[config.mk]
export PLATFORM = sky130hd
export DESIGN_NAME = time_of_day_task_scheduler
export DESIGN_NICKNAME = d
export VERILOG_FILES = /design/src/sv/tods_pkg.sv /design/src/sv/tods_ram.sv /design/src/sv/tods_match.sv /design/src/sv/time_of_day_task_scheduler.sv
export SDC_FILE = /design/constraint.sdc
export NUM_CORES = 2
export LEC_CHECK = 0
export ABC_AREA = 1
export BUFFER_PORTS_ARGS = -buffer_cell sky130_fd_sc_hd__buf_2
export CAP_MARGIN = 20
export CORE_MARGIN = 5
export CORE_UTILIZATION = 39
export CTS_BUF_LIST = sky130_fd_sc_hd__clkbuf_4 sky130_fd_sc_hd__clkbuf_8
export CTS_CLUSTER_DIAMETER = 60
export DETAILED_ROUTE_END_ITERATION = 16
export SLEW_MARGIN = 20
export SYNTH_ARGS = -nofsm -noshare
export SYNTH_HDL_FRONTEND = slang
export SYNTH_SLANG_ARGS = --single-unit
export TNS_END_PERCENT = 20
[constraint.sdc]
create_clock -name clk_i -period 6.5 [get_ports clk_i]
set_clock_uncertainty 0.15 [all_clocks]
set_input_delay 0.975 -clock clk_i [delete_from_list [all_inputs] [get_ports clk_i]]
set_output_delay 0.975 -clock clk_i [all_outputs]
set_load 0.05 [all_outputs]
[src/sv/tods_pkg.sv]
// shared types, constants and codes of the time-of-day task scheduler
package tods_pkg;

  localparam int ENTRIES     = 32;
  localparam int MAX_RESULTS = 32;
  localparam int IDX_W       = $clog2(ENTRIES);
  localparam int CNT_W       = $clog2(ENTRIES + 1);
  localparam int NRES_W      = $clog2(MAX_RESULTS + 1);
  localparam int TIME_W      = 17;
  localparam int MASK_W      = 51;

  // commands
  localparam logic [1:0] CMD_ADD    = 2'd0;
  localparam logic [1:0] CMD_REMOVE = 2'd1;
  localparam logic [1:0] CMD_TICK   = 2'd2;
  localparam logic [1:0] CMD_UNUSED = 2'd3;

  // result kinds and status codes
  localparam logic       KIND_ADD   = 1'b0;
  localparam logic       KIND_TASK  = 1'b1;
  localparam logic [1:0] ST_OK      = 2'd0;
  localparam logic [1:0] ST_FULL    = 2'd1;
  localparam logic [1:0] ST_BADTYPE = 2'd2;

  // trigger types
  localparam logic [2:0] TRIG_ONCE  = 3'd0;
  localparam logic [2:0] TRIG_MDAY  = 3'd1;
  localparam logic [2:0] TRIG_WEEK  = 3'd2;
  localparam logic [2:0] TRIG_MONTH = 3'd3;

  // configuration register indexes
  localparam logic [1:0] CFG_HOUR   = 2'd0;
  localparam logic [1:0] CFG_MINUTE = 2'd1;
  localparam logic [1:0] CFG_SECOND = 2'd2;
  localparam logic [1:0] CFG_MDAY   = 2'd3;

  // time of day at a day change
  localparam logic [TIME_W-1:0] END_OF_DAY = {5'd23, 6'd59, 6'd59};

  typedef struct packed {
    logic [1:0]  cmd;
    logic [4:0]  task_id;
    logic [2:0]  trig_type;
    logic [4:0]  hour;
    logic [5:0]  minute;
    logic [5:0]  second;
    logic [31:0] mday_mask;
    logic [6:0]  wday_mask;
    logic [11:0] month_mask;
    logic [4:0]  day_of_month;
    logic [2:0]  day_of_week;
    logic [3:0]  month;
  } in_t;

  typedef struct packed {
    logic       kind;
    logic [4:0] slot;
    logic       fired;
    logic [1:0] status;
    logic       last;
  } out_t;

  // one slot record in the task memory
  typedef struct packed {
    logic [2:0]        trig_type;
    logic [TIME_W-1:0] trig_time;
    logic [MASK_W-1:0] masks;
  } slot_rec_t;

  // current wall date used for matching
  typedef struct packed {
    logic [4:0] mday;
    logic [2:0] wday;
    logic [3:0] mon;
  } date_t;

endpackage

[src/sv/tods_ram.sv]
// generic single-write, single-read ram with registered read data
module tods_ram #(
  parameter int WIDTH = 8,
  parameter int DEPTH = 32
) (
  input  logic                     clk_i,
  input  logic                     we_i,
  input  logic [$clog2(DEPTH)-1:0] waddr_i,
  input  logic [WIDTH-1:0]         wdata_i,
  input  logic [$clog2(DEPTH)-1:0] raddr_i,
  output logic [WIDTH-1:0]         rdata_o
);

  logic [WIDTH-1:0] mem_q [DEPTH];

  // write port
  always_ff @(posedge clk_i) begin
    if (we_i) begin
      mem_q[waddr_i] <= wdata_i;
    end
  end

  // registered read port
  always_ff @(posedge clk_i) begin
    rdata_o <= mem_q[raddr_i];
  end

endmodule

[src/sv/tods_match.sv]
// trigger mask match: decides whether a due task fires
module tods_match import tods_pkg::*; (
  input  slot_rec_t  rec_i,
  input  date_t      date_i,
  output logic       fired_o,
  output logic [1:0] status_o
);

  logic mday_ok, wday_ok, mon_ok;

  // per-mask bit tests, out-of-range weekday or month never matches
  always_comb begin
    mday_ok = rec_i.masks[date_i.mday];
    wday_ok = (date_i.wday < 3'd7) && rec_i.masks[6'd32 + {3'd0, date_i.wday}];
    mon_ok  = (date_i.mon < 4'd12) && rec_i.masks[6'd39 + {2'd0, date_i.mon}];
  end

  // type decode
  always_comb begin
    fired_o  = 1'b0;
    status_o = ST_OK;
    unique case (rec_i.trig_type)
      TRIG_ONCE:  fired_o = 1'b1;
      TRIG_MDAY:  fired_o = mday_ok;
      TRIG_WEEK:  fired_o = wday_ok;
      TRIG_MONTH: fired_o = mon_ok && mday_ok;
      default:    status_o = ST_BADTYPE;
    endcase
  end

endmodule

[src/sv/time_of_day_task_scheduler.sv]
// top level of the time-of-day task scheduler
// Add and remove are accepted when the scheduler is idle and the output
// register is free. A tick scans the whole task memory through the single
// read port of the slot memory and then decides; after each due task that
// it emits it scans again, until no due task is left or MAX_RESULTS results
// are out. Results leave through a one-deep output register; each result is
// held back until the next scan shows whether it is the last of its tick.
module time_of_day_task_scheduler import tods_pkg::*; (
  input  logic       clk_i,
  input  logic       rst_ni,
  input  logic       in_valid_i,
  output logic       in_stall_o,
  input  in_t        in_data_i,
  output logic       out_valid_o,
  input  logic       out_stall_i,
  output out_t       out_data_o,
  input  logic       cfg_we_i,
  input  logic [1:0] cfg_idx_i,
  input  logic [5:0] cfg_wdata_i
);

  localparam logic [2:0] S_IDLE   = 3'd0;
  localparam logic [2:0] S_SCAN   = 3'd1;
  localparam logic [2:0] S_DECIDE = 3'd2;

  logic [2:0]         state_q, state_d;
  logic [ENTRIES-1:0] valid_q, valid_d, en_q, en_d, inset_q, inset_d;
  logic               sel_q, sel_d, started_q, started_d;
  logic [21:0]        kept_q, kept_d, kept_eff;
  logic [4:0]         sh_q, sd_q;
  logic [5:0]         sm_q, ss_q;

  logic [CNT_W-1:0]   cnt_q, cnt_d;
  logic               rd_vld_q, rd_vld_d;
  logic [IDX_W-1:0]   rd_idx_q, rd_idx_d;
  logic               best_found_q, best_found_d;
  logic [IDX_W-1:0]   best_idx_q, best_idx_d;
  slot_rec_t          best_q, best_d;
  logic [TIME_W-1:0]  now_q, now_d;
  date_t              date_q, date_d;
  logic               newday_q, newday_d;
  logic [NRES_W-1:0]  nres_q, nres_d;
  logic               held_vld_q, held_vld_d;
  out_t               held_q, held_d;
  logic               out_vld_q, out_vld_d;
  out_t               out_q, out_d;

  logic               ram_we;
  logic [IDX_W-1:0]   ram_waddr, ram_raddr;
  slot_rec_t          ram_wdata, ram_rdata;

  logic               free_found;
  logic [IDX_W-1:0]   free_idx;
  logic               in_acc;
  logic [TIME_W-1:0]  add_time;
  logic               m_fired;
  logic [1:0]         m_status;
  logic               take;

  // slot record memory
  tods_ram #(
    .WIDTH ($bits(slot_rec_t)),
    .DEPTH (ENTRIES)
  ) u_ram (
    .clk_i   (clk_i),
    .we_i    (ram_we),
    .waddr_i (ram_waddr),
    .wdata_i (ram_wdata),
    .raddr_i (ram_raddr),
    .rdata_o (ram_rdata)
  );

  // fire decision for the selected task
  tods_match u_match (
    .rec_i    (best_q),
    .date_i   (date_q),
    .fired_o  (m_fired),
    .status_o (m_status)
  );

  // start registers
  always_ff @(posedge clk_i or negedge rst_ni) begin
    if (!rst_ni) begin
      sh_q <= '0;
      sm_q <= '0;
      ss_q <= '0;
      sd_q <= 5'd1;
    end else if (cfg_we_i) begin
      unique case (cfg_idx_i)
        CFG_HOUR:   sh_q <= cfg_wdata_i[4:0];
        CFG_MINUTE: sm_q <= cfg_wdata_i;
        CFG_SECOND: ss_q <= cfg_wdata_i;
        CFG_MDAY:   sd_q <= cfg_wdata_i[4:0];
        default:    ;
      endcase
    end
  end

  assign kept_eff = started_q ? kept_q : {sd_q, sh_q, sm_q, ss_q};

  // lowest free slot
  always_comb begin
    free_found = 1'b0;
    free_idx   = '0;
    for (int i = ENTRIES - 1; i >= 0; i--) begin
      if (!valid_q[i]) begin
        free_found = 1'b1;
        free_idx   = IDX_W'(i);
      end
    end
  end

  assign in_stall_o = (state_q != S_IDLE) || out_vld_q;
  assign in_acc     = in_valid_i && !in_stall_o;
  assign add_time   = {in_data_i.hour, in_data_i.minute, in_data_i.second};
  assign take       = best_found_q && (best_q.trig_time <= now_q) &&
                      (nres_q < NRES_W'(MAX_RESULTS));

  // memory write port carries adds only
  assign ram_we    = in_acc && (in_data_i.cmd == CMD_ADD) && free_found;
  assign ram_waddr = free_idx;
  assign ram_wdata = '{trig_type: in_data_i.trig_type, trig_time: add_time,
                       masks: {in_data_i.month_mask, in_data_i.wday_mask,
                               in_data_i.mday_mask}};
  assign ram_raddr = cnt_q[IDX_W-1:0];

  // command handling, scan and result sequencing
  always_comb begin
    state_d      = state_q;
    valid_d      = valid_q;
    en_d         = en_q;
    inset_d      = inset_q;
    sel_d        = sel_q;
    started_d    = started_q;
    kept_d       = kept_q;
    cnt_d        = cnt_q;
    rd_vld_d     = 1'b0;
    rd_idx_d     = rd_idx_q;
    best_found_d = best_found_q;
    best_idx_d   = best_idx_q;
    best_d       = best_q;
    now_d        = now_q;
    date_d       = date_q;
    newday_d     = newday_q;
    nres_d       = nres_q;
    held_vld_d   = held_vld_q;
    held_d       = held_q;
    out_vld_d    = out_vld_q && out_stall_i;
    out_d        = out_q;

    unique case (state_q)
      S_IDLE: begin
        if (in_acc) begin
          case (in_data_i.cmd)
            CMD_ADD: begin
              out_vld_d = 1'b1;
              out_d     = '{kind: KIND_ADD, slot: '0, fired: 1'b0,
                            status: ST_FULL, last: 1'b1};
              if (free_found) begin
                valid_d[free_idx] = 1'b1;
                en_d[free_idx]    = 1'b1;
                inset_d[free_idx] = (add_time <= kept_eff[16:0]) ? !sel_q : sel_q;
                out_d.slot        = 5'(free_idx);
                out_d.status      = ST_OK;
              end
            end
            CMD_REMOVE: begin
              if ((32'(in_data_i.task_id) < ENTRIES) &&
                  valid_q[IDX_W'(in_data_i.task_id)]) begin
                en_d[IDX_W'(in_data_i.task_id)] = 1'b0;
              end
            end
            CMD_TICK: begin
              newday_d     = kept_eff[21:17] != in_data_i.day_of_month;
              now_d        = newday_d ? END_OF_DAY : add_time;
              kept_d       = {in_data_i.day_of_month, now_d};
              started_d    = 1'b1;
              date_d       = '{mday: in_data_i.day_of_month,
                               wday: in_data_i.day_of_week, mon: in_data_i.month};
              nres_d       = '0;
              cnt_d        = '0;
              best_found_d = 1'b0;
              held_vld_d   = 1'b0;
              state_d      = S_SCAN;
            end
            default: ;
          endcase
        end
      end
      S_SCAN: begin
        // compare the beat read in the previous cycle
        if (rd_vld_q && valid_q[rd_idx_q] && (inset_q[rd_idx_q] == sel_q) &&
            (!best_found_q || (ram_rdata.trig_time < best_q.trig_time))) begin
          best_found_d = 1'b1;
          best_idx_d   = rd_idx_q;
          best_d       = ram_rdata;
        end
        if (cnt_q != CNT_W'(ENTRIES)) begin
          rd_vld_d = 1'b1;
          rd_idx_d = cnt_q[IDX_W-1:0];
          cnt_d    = cnt_q + 1'b1;
        end else if (!rd_vld_q) begin
          state_d = S_DECIDE;
        end
      end
      S_DECIDE: begin
        if (!(held_vld_q && out_vld_q)) begin
          if (held_vld_q) begin
            out_vld_d  = 1'b1;
            out_d      = held_q;
            out_d.last = !take;
          end
          if (take) begin
            held_vld_d = 1'b1;
            held_d     = '{kind: KIND_TASK, slot: 5'(best_idx_q), fired: m_fired,
                           status: m_status, last: 1'b0};
            if (en_q[best_idx_q]) begin
              inset_d[best_idx_q] = !sel_q;
            end else begin
              valid_d[best_idx_q] = 1'b0;
              en_d[best_idx_q]    = 1'b0;
            end
            nres_d       = nres_q + 1'b1;
            cnt_d        = '0;
            best_found_d = 1'b0;
            state_d      = S_SCAN;
          end else begin
            held_vld_d = 1'b0;
            if (newday_q) begin
              sel_d = !sel_q;
            end
            state_d = S_IDLE;
          end
        end
      end
      default: state_d = S_IDLE;
    endcase
  end

  // control registers
  always_ff @(posedge clk_i or negedge rst_ni) begin
    if (!rst_ni) begin
      state_q    <= S_IDLE;
      valid_q    <= '0;
      en_q       <= '0;
      sel_q      <= 1'b0;
      started_q  <= 1'b0;
      cnt_q      <= '0;
      rd_vld_q   <= 1'b0;
      best_found_q <= 1'b0;
      nres_q     <= '0;
      held_vld_q <= 1'b0;
      out_vld_q  <= 1'b0;
    end else begin
      state_q    <= state_d;
      valid_q    <= valid_d;
      en_q       <= en_d;
      sel_q      <= sel_d;
      started_q  <= started_d;
      cnt_q      <= cnt_d;
      rd_vld_q   <= rd_vld_d;
      best_found_q <= best_found_d;
      nres_q     <= nres_d;
      held_vld_q <= held_vld_d;
      out_vld_q  <= out_vld_d;
    end
  end

  // payload registers
  always_ff @(posedge clk_i) begin
    inset_q    <= inset_d;
    kept_q     <= kept_d;
    rd_idx_q   <= rd_idx_d;
    best_idx_q <= best_idx_d;
    best_q     <= best_d;
    now_q      <= now_d;
    date_q     <= date_d;
    newday_q   <= newday_d;
    held_q     <= held_d;
    out_q      <= out_d;
  end

  assign out_valid_o = out_vld_q;
  assign out_data_o  = out_q;

`ifndef SYNTHESIS
  a_idle_no_held: assert property (@(posedge clk_i) disable iff (!rst_ni)
    state_q == S_IDLE |-> !held_vld_q)
    else $error("held result left over in idle");
  a_accept_idle: assert property (@(posedge clk_i) disable iff (!rst_ni)
    !in_stall_o |-> (state_q == S_IDLE) && !out_vld_q)
    else $error("input accepted while busy");
  a_nres_bound: assert property (@(posedge clk_i) disable iff (!rst_ni)
    nres_q <= NRES_W'(MAX_RESULTS))
    else $error("too many results for one tick");
  a_push_free: assert property (@(posedge clk_i) disable iff (!rst_ni)
    (state_q == S_DECIDE) && held_vld_q && !out_vld_q |=> out_vld_q)
    else $error("held result not pushed");
`endif

endmodule
==> metrics.txt <==
leak pwr 0.0387 uW; sequential area share after synthesis 0.747; Reg power frac 0.433; Slew Viols, Final 0; #FFs+latches synth 2,609; WP data arrival 5.30 ns; distinct cell type count after synthesis 53; vias per cell 5.73; Skew-Pair Late Insertion Delay 1.09 ns; Final Hold Vio Count 0; RSZ-0062 raised after global routing false; Tcrit/Tclk final 0.730; CP Max Fanout 47; Detailed Routing Iterations Pass 1 6; CP Class reg -> reg; GR Util met3 0.0363; first-pass GRT wire length 447 mm; Slew Limit Headroom 0.232; Layout Nets 8,351; P_int 30,100 uW; Synth top area share 0.708; asr flop ratio synth 0.0406; FP Rows 188; initial core utilization 0.392; Clock Path Buffers 4; Reg clk slew, reported paths 0.06 ns; PwrDens 386 nW/um^2; NetSw 14,900 uW; die width 524 um; clock network fraction of total power 0.315; largest net degree at the start of global routing 239; wirelength, routed 305 mm; met2 Usage GRT 0.333; max_cap viols 0; DIE HEIGHT 524 um; maximum VDD drop 0.433 mV; clock root buffer clkbuf_8; share of cells above drive strength 1 0.119; initial DRC count 8,211; Tmin final 4.74 ns; Final ANT Viol Nets 0; IO Count 115; initial antenna violation count 25; Crit. End Element flip-flop; setup_tns 0 ns; critical path's slowest cell inv_6; Port Buffers 114; Least-Margin Pin Slew 1.15 ns; syn nets 8,199; die area 275,000 sq um; Synth Warn # 0; Total GRT Usage 0.213; cell area after synthesis 103,000 sq um; drt drc 0; Clock H-tree levels 5; post-cts sizing count 0; status finished, final reports clean; gp weighted congestion 0.878; Post CTS Setup Buffer Count 0; most frequent cells after synthesis edfxtp_1, nor2_1, o21ai_0; detailed-route via count 69,007; Finish-stage setup viols 0; Combinational Power Share 0.252; EDFF count, synth 2,432; Syn Inst Count 8,042; fmax 0.211 GHz; worst stage delay on the critical path 0.69 ns; Finished Core Util 0.444; Hold-fix buffers, CTS 11; GR peak layer met2; Avg WL per Cell 25.3 um; synthesized area per cell 12.8 sq um; Detailed Place HPWL 157 mm; CP dominant cell by count nand2_1; most frequent cell after synthesis edfxtp_1; Hold Crit Class in -> reg; core footprint 263,000 sq um; Sw Share 0.332; # clock sinks 2,609; TritonCTS clock tree yes; Area contributors post-synth edfxtp_1, o21ai_0, nor2_1; met1 Usage GRT 0.304; TritonCTS Buffers 432; vias in the first global route 66,454; Syn-to-layout area delta 13.0%; crit path launch type flip-flop; cell taking the most area after synthesis edfxtp_1; top_reg_cell synth edfxtp_1; WP data required 7.06 ns; grt total ovfl 0
[placed cells by master (no fill, tap or decap), drive strengths merged, types with 7 or more instances in the layout]
| cell | netlist | routed |
|---|---|---|
| a22o | 70 | 70 |
| or2 | 15 | 15 |
| dfxtp | 71 | 71 |
| nor2 | 1386 | 1386 |
| o22ai | 620 | 620 |
| nand3 | 150 | 150 |
| buf | 28 | 238 |
| o21ai | 1337 | 1337 |
| a21oi | 221 | 221 |
| a211oi | 66 | 66 |
| xor2 | 7 | 7 |
| diode | 0 | 15 |
| nand2 | 531 | 531 |
| a22oi | 14 | 14 |
| dlygate4sd3 | 0 | 11 |
| dfrtp | 105 | 105 |
| ha | 54 | 54 |
| edfxtp | 2432 | 2432 |
| o221ai | 19 | 19 |
| nand4 | 20 | 20 |
| clkbuf | 503 | 646 |
| a221oi | 77 | 77 |
| a31oi | 7 | 7 |
| inv | 233 | 238 |
| clkinv | 0 | 102 |
| nor3 | 35 | 35 |
[sequential cells by signal (all words and copies together) (netlist names), 6 cells and up]
name and cells:
en_q 32, kept_q 22, inset_q 32, ss_q 6
best_q 71, cnt_q 6, valid_q 32, held_q 7
sm_q 6, date_q 7, nres_q 6, u_ram.rdata_o 71
u_ram.mem_q 2272, out_data_o 10
[per-stage QoR]
stage                     hold WS (ns)  cells  total power [uW]  cell area, sq um  setup slack (ns)
after CTS                       0.0182  12038             45200            117000              1.76
after floorplan                  0.236   8042             27200            103000             0.665
final                            0.120  12053             45000            117000              1.76
after global routing            0.0689  12042             47200            117000              1.32
after global placement           0.237  11263             30900            108000              1.51
after detailed placement         0.239  11264             31100            108000              1.83
[area by class of cell]
| cell class | count | area, sq um |
|---|---|---|
| diodes | 15 | 37.5 |
| clock buffers | 646 | 7720 |
| clock inverters | 117 | 714 |
| fillers | 23836 | 146000 |
| inverters | 233 | 905 |
| multi-input cells | 4669 | 23500 |
| flip-flops and latches | 2609 | 77100 |
| well taps | 3515 | 4400 |
| repair buffers | 249 | 2230 |
[power groups by stage]
stage                     Clock [uW]  Combinational (uW)  Sequential, uW
after CTS                      14400               11300           19500
after global placement             0               11100           19800
after detailed placement           0               11200           19800
final                          14200               11300           19500
after floorplan                    0                7470           19700
after global routing           15200               12400           19500
[logic make-up (layout without fill, tap and decap cells)]
| kind of cell | after synthesis | after routing | synth area share |
|---|---|---|---|
| DFF | 2609 | 2609 | 0.747 |
| AOI/OAI and AO/OA | 2463 | 2463 | 0.136 |
| and+or+nand+nor | 2144 | 2144 | 0.0815 |
| buffers and inverters | 764 | 1245 | 0.0280 |
| adders and majority gates | 54 | 54 | 0.00655 |
| xor gates and xnor gates | 8 | 8 | 0.000679 |
| other | 0 | 15 | 0 |
[metal layers]
metal  share of wire  routed length, um
met5         0.00034                103
met1            0.43             131000
met3           0.083              25300
met2            0.46             141000
met4           0.028               8630
[worst max-delay path, delay by kind of cell (launching register included)]
family	cells	cell delay, ns
compound gates	1	0.60
buf+inv	3	1.06
flops	1	0.41
simple gates	31	2.11
[final timing paths]
kind / startpoint / endpoint / slack [ns] / cells past startpoint
setup / recovery: valid_q[31]$_DFFE_PN0P_ / u_ram.mem_q[0][56]$_DFFE_PP_ / 1.76 / 35
hold / removal: cfg_wdata_i[3] / sh_q[3]$_DFFE_PN0P_ / 0.12 / 3
setup reg to reg: valid_q[31]$_DFFE_PN0P_ / u_ram.mem_q[0][56]$_DFFE_PP_ / 1.76 / 35
hold reg to reg: u_ram.rdata_o[36]$_DFF_P_ / best_q[36]$_DFFE_PP_ / 0.23 / 0
max in group asynchronous: rst_ni / cnt_q[4]$_DFFE_PN0P_ / 4.42 / 3
min in group asynchronous: rst_ni / valid_q[23]$_DFFE_PN0P_ / 0.43 / 2
No activity file was read; power rests on OpenSTA's default activity.
